## src/rtl/stack_machine_execute_unit_assert.svh

```systemverilog
// ----------------------------------------------------------------------------
// stack_machine_execute_unit_assert
// Assertion macros shared by the stack machine execute unit: implication
// checks in the same cycle and in the next cycle.
// ----------------------------------------------------------------------------
`ifndef STACK_MACHINE_EXECUTE_UNIT_ASSERT_SVH
`define STACK_MACHINE_EXECUTE_UNIT_ASSERT_SVH
`ifndef SYNTHESIS
`define SMX_ASSERT_IMP(label, ante, cons) \
   label: assert property (@(posedge clock) disable iff (reset) (ante) |-> (cons)) \
      else $error("smx assertion failed");
`define SMX_ASSERT_NEXT(label, ante, cons) \
   label: assert property (@(posedge clock) disable iff (reset) (ante) |=> (cons)) \
      else $error("smx assertion failed");
`else
`define SMX_ASSERT_IMP(label, ante, cons)
`define SMX_ASSERT_NEXT(label, ante, cons)
`endif
`endif

```

## src/rtl/smx_pkg.sv

```systemverilog
`default_nettype none
// ----------------------------------------------------------------------------
// smx_pkg
// Sizes, opcodes, status codes and the controller/datapath interface types
// of the stack machine execute unit.
// ----------------------------------------------------------------------------
package smx_pkg;

   localparam int WORD_W         = 32;
   localparam int OPC_W          = 5;
   localparam int STAT_W         = 3;
   localparam int KIND_W         = 2;
   localparam int DATA_DEPTH     = 64;
   localparam int DS_AW          = $clog2(DATA_DEPTH);
   localparam int CNT_W          = $clog2(DATA_DEPTH + 1);
   localparam int CELL_COUNT     = 1024;
   localparam int CELL_AW        = $clog2(CELL_COUNT);
   localparam int LOOP_DEPTH     = 16;
   localparam int LP_AW          = $clog2(LOOP_DEPTH);
   localparam int LP_CW          = $clog2(LOOP_DEPTH + 1);
   localparam int CALL_DEPTH     = 32;
   localparam int CL_AW          = $clog2(CALL_DEPTH);
   localparam int CL_CW          = $clog2(CALL_DEPTH + 1);
   localparam int PROGRAM_LENGTH = 16384;
   localparam int POS_W          = $clog2(PROGRAM_LENGTH);
   localparam int DIV_CW         = $clog2(WORD_W);

   typedef enum logic [OPC_W-1:0] {
      OP_PUSH, OP_ADD, OP_SUB, OP_MUL, OP_DIV, OP_MOD, OP_EQ, OP_GT,
      OP_LT, OP_AND, OP_OR, OP_XOR, OP_INVERT, OP_DUP, OP_DROP, OP_SWAP,
      OP_OVER, OP_ROT, OP_PRINT, OP_FETCH, OP_STORE, OP_ADDSTORE, OP_CLEARCELL,
      OP_DO, OP_LOOP, OP_INDEX, OP_LEAVE, OP_CALL, OP_RETURN, OP_IFBRANCH,
      OP_PRINTCELL, OP_EMIT
   } opcode_type;

   typedef enum logic [STAT_W-1:0] {
      ST_OK, ST_UNDERFLOW, ST_OVERFLOW, ST_DIVZERO, ST_BADADDR, ST_LOOPERR,
      ST_CALLERR
   } status_type;

   typedef enum logic [KIND_W-1:0] {
      PK_NONE, PK_NUMBER, PK_CHAR
   } print_kind_type;

   // controller to datapath
   typedef struct packed {
      logic       load;
      logic [1:0] rd_off;
      logic       cap_b;
      logic       cap_a;
      logic       cap_c;
      logic       exec;
      logic       div_fin;
      logic       wr_go;
      logic [1:0] wr_idx;
      logic       clr_go;
   } smx_cmd_type;

   // datapath to controller
   typedef struct packed {
      logic       clr_done;
      logic       div_op;
      logic       div_done;
      logic [1:0] wr_cnt;
   } smx_stat_type;

endpackage
`default_nettype wire

```

## src/rtl/smx_ctrl.sv

```systemverilog
`default_nettype none
`include "stack_machine_execute_unit_assert.svh"
// ----------------------------------------------------------------------------
// smx_ctrl
// Controller: sequences the cell clearing sweep, operand reads, execute,
// divider wait, stack writes and the result handshake.
// ----------------------------------------------------------------------------
module smx_ctrl import smx_pkg::*; (
   input  wire logic         clock,
   input  wire logic         reset,
   input  wire logic         req_valid,
   output logic              req_stall,
   output logic              rsp_valid,
   input  wire logic         rsp_stall,
   input  wire smx_stat_type stat,
   output smx_cmd_type       cmd
);

   typedef enum logic [3:0] {
      S_CLR, S_IDLE, S_RD1, S_RD2, S_RD3, S_EXEC, S_DIVW, S_WR, S_RESP
   } state_type;

   state_type  state_ff, state_in;
   logic [1:0] wr_idx_ff, wr_idx_in;

   always_ff @(posedge clock) begin
      if (reset) begin
         state_ff  <= S_CLR;
         wr_idx_ff <= '0;
      end else begin
         state_ff  <= state_in;
         wr_idx_ff <= wr_idx_in;
      end
   end

   always_comb begin
      cmd        = '0;
      cmd.rd_off = 2'd1;
      state_in   = state_ff;
      wr_idx_in  = wr_idx_ff;
      req_stall  = 1'b1;
      rsp_valid  = 1'b0;
      case (state_ff)
         S_CLR: begin
            cmd.clr_go = 1'b1;
            if (stat.clr_done) state_in = S_IDLE;
         end
         S_IDLE: begin
            // top of stack read is issued while waiting
            req_stall = 1'b0;
            if (req_valid) begin
               cmd.load = 1'b1;
               state_in = S_RD1;
            end
         end
         S_RD1: begin
            cmd.cap_b  = 1'b1;
            cmd.rd_off = 2'd2;
            state_in   = S_RD2;
         end
         S_RD2: begin
            cmd.cap_a  = 1'b1;
            cmd.rd_off = 2'd3;
            state_in   = S_RD3;
         end
         S_RD3: begin
            cmd.cap_c = 1'b1;
            state_in  = S_EXEC;
         end
         S_EXEC: begin
            cmd.exec  = 1'b1;
            wr_idx_in = '0;
            state_in  = stat.div_op ? S_DIVW : S_WR;
         end
         S_DIVW: begin
            if (stat.div_done) begin
               cmd.div_fin = 1'b1;
               state_in    = S_WR;
            end
         end
         S_WR: begin
            if (stat.wr_cnt == 2'd0) state_in = S_RESP;
            else begin
               cmd.wr_go  = 1'b1;
               cmd.wr_idx = wr_idx_ff;
               wr_idx_in  = wr_idx_ff + 2'd1;
               if (2'(wr_idx_ff + 2'd1) == stat.wr_cnt) state_in = S_RESP;
            end
         end
         S_RESP: begin
            rsp_valid = 1'b1;
            if (!rsp_stall) state_in = S_IDLE;
         end
         default: state_in = S_IDLE;
      endcase
   end

   `SMX_ASSERT_IMP(a_div_done_in_wait, stat.div_done, state_ff == S_DIVW)
   `SMX_ASSERT_NEXT(a_accept_starts_read, req_valid && !req_stall, state_ff == S_RD1)
   `SMX_ASSERT_IMP(a_wr_idx_bound, state_ff == S_WR && stat.wr_cnt != 2'd0, wr_idx_ff < stat.wr_cnt)

endmodule
`default_nettype wire

```

## config.mk

```make
export PLATFORM = sky130hd
export DESIGN_NAME = smx_ctrl
export DESIGN_NICKNAME = d
export VERILOG_FILES = /design/src/rtl/smx_pkg.sv /design/src/rtl/smx_ctrl.sv
export VERILOG_INCLUDE_DIRS = /design/src /design/src/rtl
export SDC_FILE = /design/constraint.sdc
export NUM_CORES = 1
export LEC_CHECK = 0
export ABC_AREA = 1
export BUFFER_PORTS_ARGS = -buffer_cell sky130_fd_sc_hd__clkbuf_2
export CAP_MARGIN = 15
export CORE_AREA = 2 2 39 41
export CTS_CLUSTER_DIAMETER = 60
export CTS_CLUSTER_SIZE = 30
export DETAILED_ROUTE_END_ITERATION = 12
export DIE_AREA = 0 0 41 43
export PLACE_DENSITY = 0.79
export SLEW_MARGIN = 15
export SYNTH_ARGS = -nofsm -noshare
export SYNTH_HDL_FRONTEND = slang
export SYNTH_SLANG_ARGS = --single-unit
```

## constraint.sdc

```tcl
create_clock -name clock -period 1.2 [get_ports clock]
set_input_delay 0.18 -clock clock [delete_from_list [all_inputs] [get_ports clock]]
set_output_delay 0.18 -clock clock [all_outputs]
set_load 0.05 [all_outputs]
```

==> results of run 1 <==
[area by class of cell]
class | count | area [µm²]
multi-input cells | 61 | 505
flip-flops and latches | 6 | 135
inverters | 19 | 92.6
clock buffers | 4 | 26.3
well taps | 16 | 20.0
repair buffers | 51 | 563
fillers | 27 | 41.3
[per-layer routing]
metal	track usage (%)	wire [µm]	vias up
li1	-	-	377
met1	25.5	1080	427
met2	52.8	1670	91
met3	5.24	275	34
met4	10.7	279	0
met5	0	0	-
[power by group through the flow]
stage / registers (mW) / clock network [mW] / logic [mW]
floorplan: 0.376 / 0 / 1.24
global placement: 0.358 / 0 / 1.74
detailed placement: 0.361 / 0 / 1.78
CTS: 0.412 / 0.214 / 2.47
global route: 0.430 / 0.242 / 3.24
finish: 0.426 / 0.230 / 3.12
[flip-flops by register name (all words and copies together) (netlist names)]
register,count
state_ff,4
wr_idx_ff,2
[cells in the mapped netlist, drive strengths merged]
cell,count
dfxtp,6
o211ai,1
nor3,2
nor2,20
o21ai,3
nand2,23
inv,19
a21oi,3
nand3,7
nor4,1
or2,1
[kinds of logic after synthesis]
logic type / after synthesis / share of synthesized area (%)
and+or+nand+nor: 54 / 53.1
buffers and inverters: 19 / 14.1
AOI/OAI and AO/OA: 7 / 8.93
DFF: 6 / 23.8
[final timing paths]
kind | end | depth (start not counted) | from
worst min-delay path | state_ff[3]$_SDFFE_PP0P_ | 2 | reset
worst max-delay path | cmd[4] | 5 | state_ff[2]$_SDFFE_PP0P_
worst max register to register | state_ff[2]$_SDFFE_PP0P_ | 10 | state_ff[2]$_SDFFE_PP0P_
worst min register to register | wr_idx_ff[0]$_SDFFE_PP0P_ | 2 | wr_idx_ff[0]$_SDFFE_PP0P_
[repair_timing]
item | 4_1_cts | 5_1_grt
setup buffers | 8 | 5
resized for setup | 61 | 33
hold buffers | 0 | 0
pin swaps | 5 | 11
setup endpoints to repair | 19 | 20
==> results.ini, run 1 <==
[worst_setup_path]
crit_slowest_cell = dfxtp_4
required_ns = 1.02
rrSetupSlack_ns = -0.27
path_class = flop to primary output
worst_setup_path_end_kind = primary output
worstPathCellList = inv_4 -> nor2_4 -> inv_4 -> nor4_4 -> buf_8
critPathLaunchType = flop
critPathBufInv = 3
path_max_fanout = 4
path_common_cell = inv_4
path_delay_family = simple AND/OR/NAND/NOR gates
max_stage_delay_ns = 0.38
arrival_ns = 1.41

[timing]
clock_skew_ns = 0.0242
rsz0062_at_grt = true
slew_headroom_pct = 76.8
setup_viol = 20
fin_crit_sh_pct = 132
fin_crit_ns = 1.59
setup_ws_ns = -0.388
worst_pin_slew_ns = 0.344
tns_ns = -5.23
holdWs_ns = 0.0772
finalMaxSlewViolations = 0
fmax_mhz = 630
report.final.hold_viol_count = 0

[drt]
avgViaCountPerCell = 5.92
routed_wl_um = 3310
wl_per_cell_um = 21.1
drt_iter0_markers = 33
dr.pass1.iters = 5
drc = 0
postRouteAntennaNets = 0
vias = 929

[global_routing]
grt_pass1_vias = 789
antenna_found_initial = 0
grt_pass1_wl_um = 3310
track_usage_pct = 27.5
grt_max_degree = 6
grt.overflow.total = 0

[cells_and_area]
final_cell_count_no_fill = 157
fin_nets = 151
final_cell_area_mm2 = 0.00134
n_antenna_cell = 0
layout_commonest_cell = buf_4
utilization_pct = 97.0
final_cell_mix = 17 x buf_4, 12 x nor2_4, 12 x buf_6
drive_gt1_share_pct = 77.3
area_growth_pct = 166

[placed_design]
placed_cell_area_um2 = 866
dp_slack_ns = -0.145
dpl.cell_count = 141
hpwlAfterDp_um = 1180
portBuffers = 22
place_congestion = 0.778

[logic_synthesis]
ys_seq_area_share_pct = 23.8
syn_area_um2 = 504
yosysUniqueCellTypes = 19
ys_ff_latch = 6
synth_warnings = 0
synth.net_count = 95
synth.avg_cell_area_um2 = 5.86
yosys.area.top_type = dfxtp_1
synthCells = 86
synth_top_area_share_pct = 23.8
yosys-top-cells-area = dfxtp_1 24%, nand2_1 14%, inv_1 13%, nor2_1 12%, nand3_1 6.0%

[power]
power.density_mw_per_mm2 = 2820
vdd_drop_max_mv = 2.23
p_int_mw = 1.77
p_switching_mw = 2.01
p_seq_share_pct = 11.3
leakagePower_nw = 0.636
power_frac_clock_pct = 6.1
power.total_mw = 3.78
p_comb_share_pct = 82.6
p_sw_share_pct = 53.2

[run_status]
violations = setup timing
outcome = finished with violations

[clock_network]
cts_tree = yes
htree_levels = 1
cts_root_buffer = clkbuf_4
clkSinkCount = 6
clkTransAtPathRegs_ns = 0.07
clk_latency_ns = 0.27
clk_path_buf_depth = 2
cts_buffers = 3

[die]
start_util_pct = 36.4
ioPinCount = 23
dieArea_mm2 = 0.00176
core_mm2 = 0.00138
num_rows = 14
die_x_um = 41
die_h_um = 43

[flow_run]
max_cap_viol_count = 0

[worst_hold_path]
hp-class = input port to flop

No activity file was read; power rests on OpenSTA's default activity.
==> inputs of run 2 (changes only) <==
--- a/config.mk
+++ b/config.mk
@@ -14,7 +14,7 @@
 export CTS_CLUSTER_SIZE = 30
 export DETAILED_ROUTE_END_ITERATION = 12
 export DIE_AREA = 0 0 41 43
-export PLACE_DENSITY = 0.79
+export PLACE_DENSITY = 0.77
 export SLEW_MARGIN = 15
 export SYNTH_ARGS = -nofsm -noshare
 export SYNTH_HDL_FRONTEND = slang
==> constraint.sdc (replaced) <==
create_clock -name clock -period 2 [get_ports clock]
set_input_delay 0.3 -clock clock [delete_from_list [all_inputs] [get_ports clock]]
set_output_delay 0.3 -clock clock [all_outputs]
set_load 0.05 [all_outputs]
==> run 2 against run 1 <==
The flow now finishes without violations. Non-clock buffer count is 29 lower. Count of clock-buffer cells in the layout is 1 lower. Via count is 39% lower. Clock power is 51% lower.
==> results.ini, run 2 (same netlist as run 1, synthesis figures left out) <==
[cells_and_area]
area_growth_pct = 32.0
top_regs = state_ff (4), wr_idx_ff (2)
layout_commonest_cell = clkbuf_2
fin_nets = 122  ; -19%
regMostFlops = state_ff
drive_gt1_share_pct = 36.9  ; -40 points
n_antenna_cell = 0  ; unchanged
largest_register_ffs = 4  ; unchanged
final_cell_mix = 22 x clkbuf_2, 19 x nand2_1, 17 x inv_1

[run_status]
outcome = complete, no violations

[power]
power.total_mw = 1.07  ; -72%
leakagePower_nw = 0.410  ; -36%
vdd_drop_max_mv = 0.636  ; -72%
power.density_mw_per_mm2 = 1610  ; -43%

[global_routing]
grt_pass1_vias = 448  ; -43%
antenna_found_initial = 0  ; unchanged
track_usage_pct = 13.1  ; -14 points
grt_pass1_wl_um = 1590  ; -52%
grt.overflow.total = 0  ; unchanged
grt_max_degree = 7  ; +1

[drt]
dr.pass1.iters = 4  ; -1
wl_met3_um = 90  ; -67%
vias = 563  ; -39%
wl_per_cell_um = 8.68  ; -59%
postRouteAntennaNets = 0  ; unchanged
drt-met1-wl_um = 496  ; -54%
drc = 0  ; unchanged
top_layer = met3
drt_iter0_markers = 10  ; -70%
wl_met2_um = 515  ; -69%
avgViaCountPerCell = 4.43  ; -25%
routed_wl_um = 1100  ; -67%

[die]
dieArea_mm2 = 0.00176  ; unchanged
start_util_pct = 36.4  ; unchanged
core_mm2 = 0.00138  ; unchanged
num_rows = 14  ; unchanged
ioPinCount = 23  ; unchanged
die_x_um = 41  ; unchanged
die_h_um = 43  ; unchanged

[timing]
worst_pin_slew_ns = 0.371  ; +0.0274 ns
holdWs_ns = 0.222  ; +0.144 ns
finalMaxSlewViolations = 0  ; unchanged
report.final.hold_viol_count = 0  ; unchanged
setup_viol = 0  ; -100%
fin_crit_sh_pct = 89.7
fmax_mhz = 557
fin_crit_ns = 1.79
clock_skew_ns = 0.00195  ; -0.0223 ns
slew_headroom_pct = 75.2  ; -1.7 points
rsz0062_at_grt = false

[clock_network]
holdBufCountCts = 0  ; unchanged
post_cts_buffers = 0  ; -8
clkTransAtPathRegs_ns = 0.05  ; -0.02 ns
htree_levels = 1  ; unchanged
clk_latency_ns = 0.24  ; -0.03 ns
clk_path_buf_depth = 2  ; unchanged
clkSinkCount = 6  ; unchanged
cts_root_buffer = clkbuf_4
post_cts_resized = 0  ; -100%
cts_tree = yes
cts_buffers = 3  ; unchanged

[worst_setup_path]
rrSetupSlack_ns = 0.70  ; +0.97 ns
required_ns = 1.70  ; +0.68 ns
critPathLaunchType = flop
timing.rr.start = state_ff[3]$_SDFFE_PP0P_
timing.rr.end = state_ff[1]$_SDFFE_PP0P_
arrival_ns = 1.49  ; +0.08 ns
worstRegToRegCells = 8  ; -2
path_max_fanout = 5  ; +1
worst_setup_path_end_kind = primary output
path_class = flop to primary output

[placed_design]
portBuffers = 22  ; unchanged
hpwlAfterDp_um = 947  ; -20%
place_congestion = 0.708  ; -9.0%

[worst_hold_path]
holdPathStages = 2  ; unchanged
hp-start = reset
hold_end = state_ff[3]$_SDFFE_PP0P_
hp-class = input port to flop

[flow_run]
max_cap_viol_count = 0  ; unchanged

-- run 2: changes by cell type in the layout (fill, tap and decap cells not counted), sizes merged --
cell      change
buf          -38
inv           +3
clkbuf        +8
clkinvlp      -3
-- run 2: per-stage QoR --
step	util [%]	instances	area, µm²	TNS [ns]	worst slack, ns
6_report	48.1	127	666	0	0.206
5_1_grt	48.1	127	666	0	0.0834
4_1_cts	48.1	127	666	0	0.187
3_5_place_dp	46.5	124	643	0	0.460
3_3_place_gp	46.5	124	643	0	0.467
2_1_floorplan	-	86	513	-0.00768	-0.00768
-- run 2: cell type report --
type	count	area (µm²)
flip-flops and latches	6	120
inverters	19	71.3
fillers	155	718
multi-input cells	61	322
clock buffers	3	22.5
well taps	16	20.0
repair buffers	22	110
-- run 2: worst max-delay path, stage by stage, from the launching register on --
cell and delay [ns]:
dfxtp_1 0.37, inv_2 0.06, nor2_2 0.14, inv_2 0.10, nor2_8 0.13, nand2_4 0.08
nor2_1 0.09, clkbuf_2 0.28
-- run 2: power by group --
part	internal [mW]	leakage, nW	switching (mW)
Combinational	0.177	0.347	0.583
Sequential	0.159	0.0492	0.0423
Clock	0.0679	0.0138	0.0441
-- run 2: worst max-delay path by stage --
stage	start	to	slack (ns)
after floorplan	state_ff[0]$_SDFFE_PP0P_	rsp_valid	-0.008
after global placement	state_ff[2]$_SDFFE_PP0P_	cmd[1]	0.47
after detailed placement	state_ff[2]$_SDFFE_PP0P_	cmd[1]	0.46
after CTS	state_ff[2]$_SDFFE_PP0P_	cmd[1]	0.19
after global routing	state_ff[2]$_SDFFE_PP0P_	cmd[1]	0.08
final	state_ff[2]$_SDFFE_PP0P_	cmd[1]	0.21
-- run 2: routing by layer --
layer | vias to the layer above | global-route usage (%)
li1 | 311 | -
met1 | 229 | 13.6
met2 | 23 | 22.5
met3 | 0 | 2.09
met4 | 0 | 8.00
met5 | - | 0
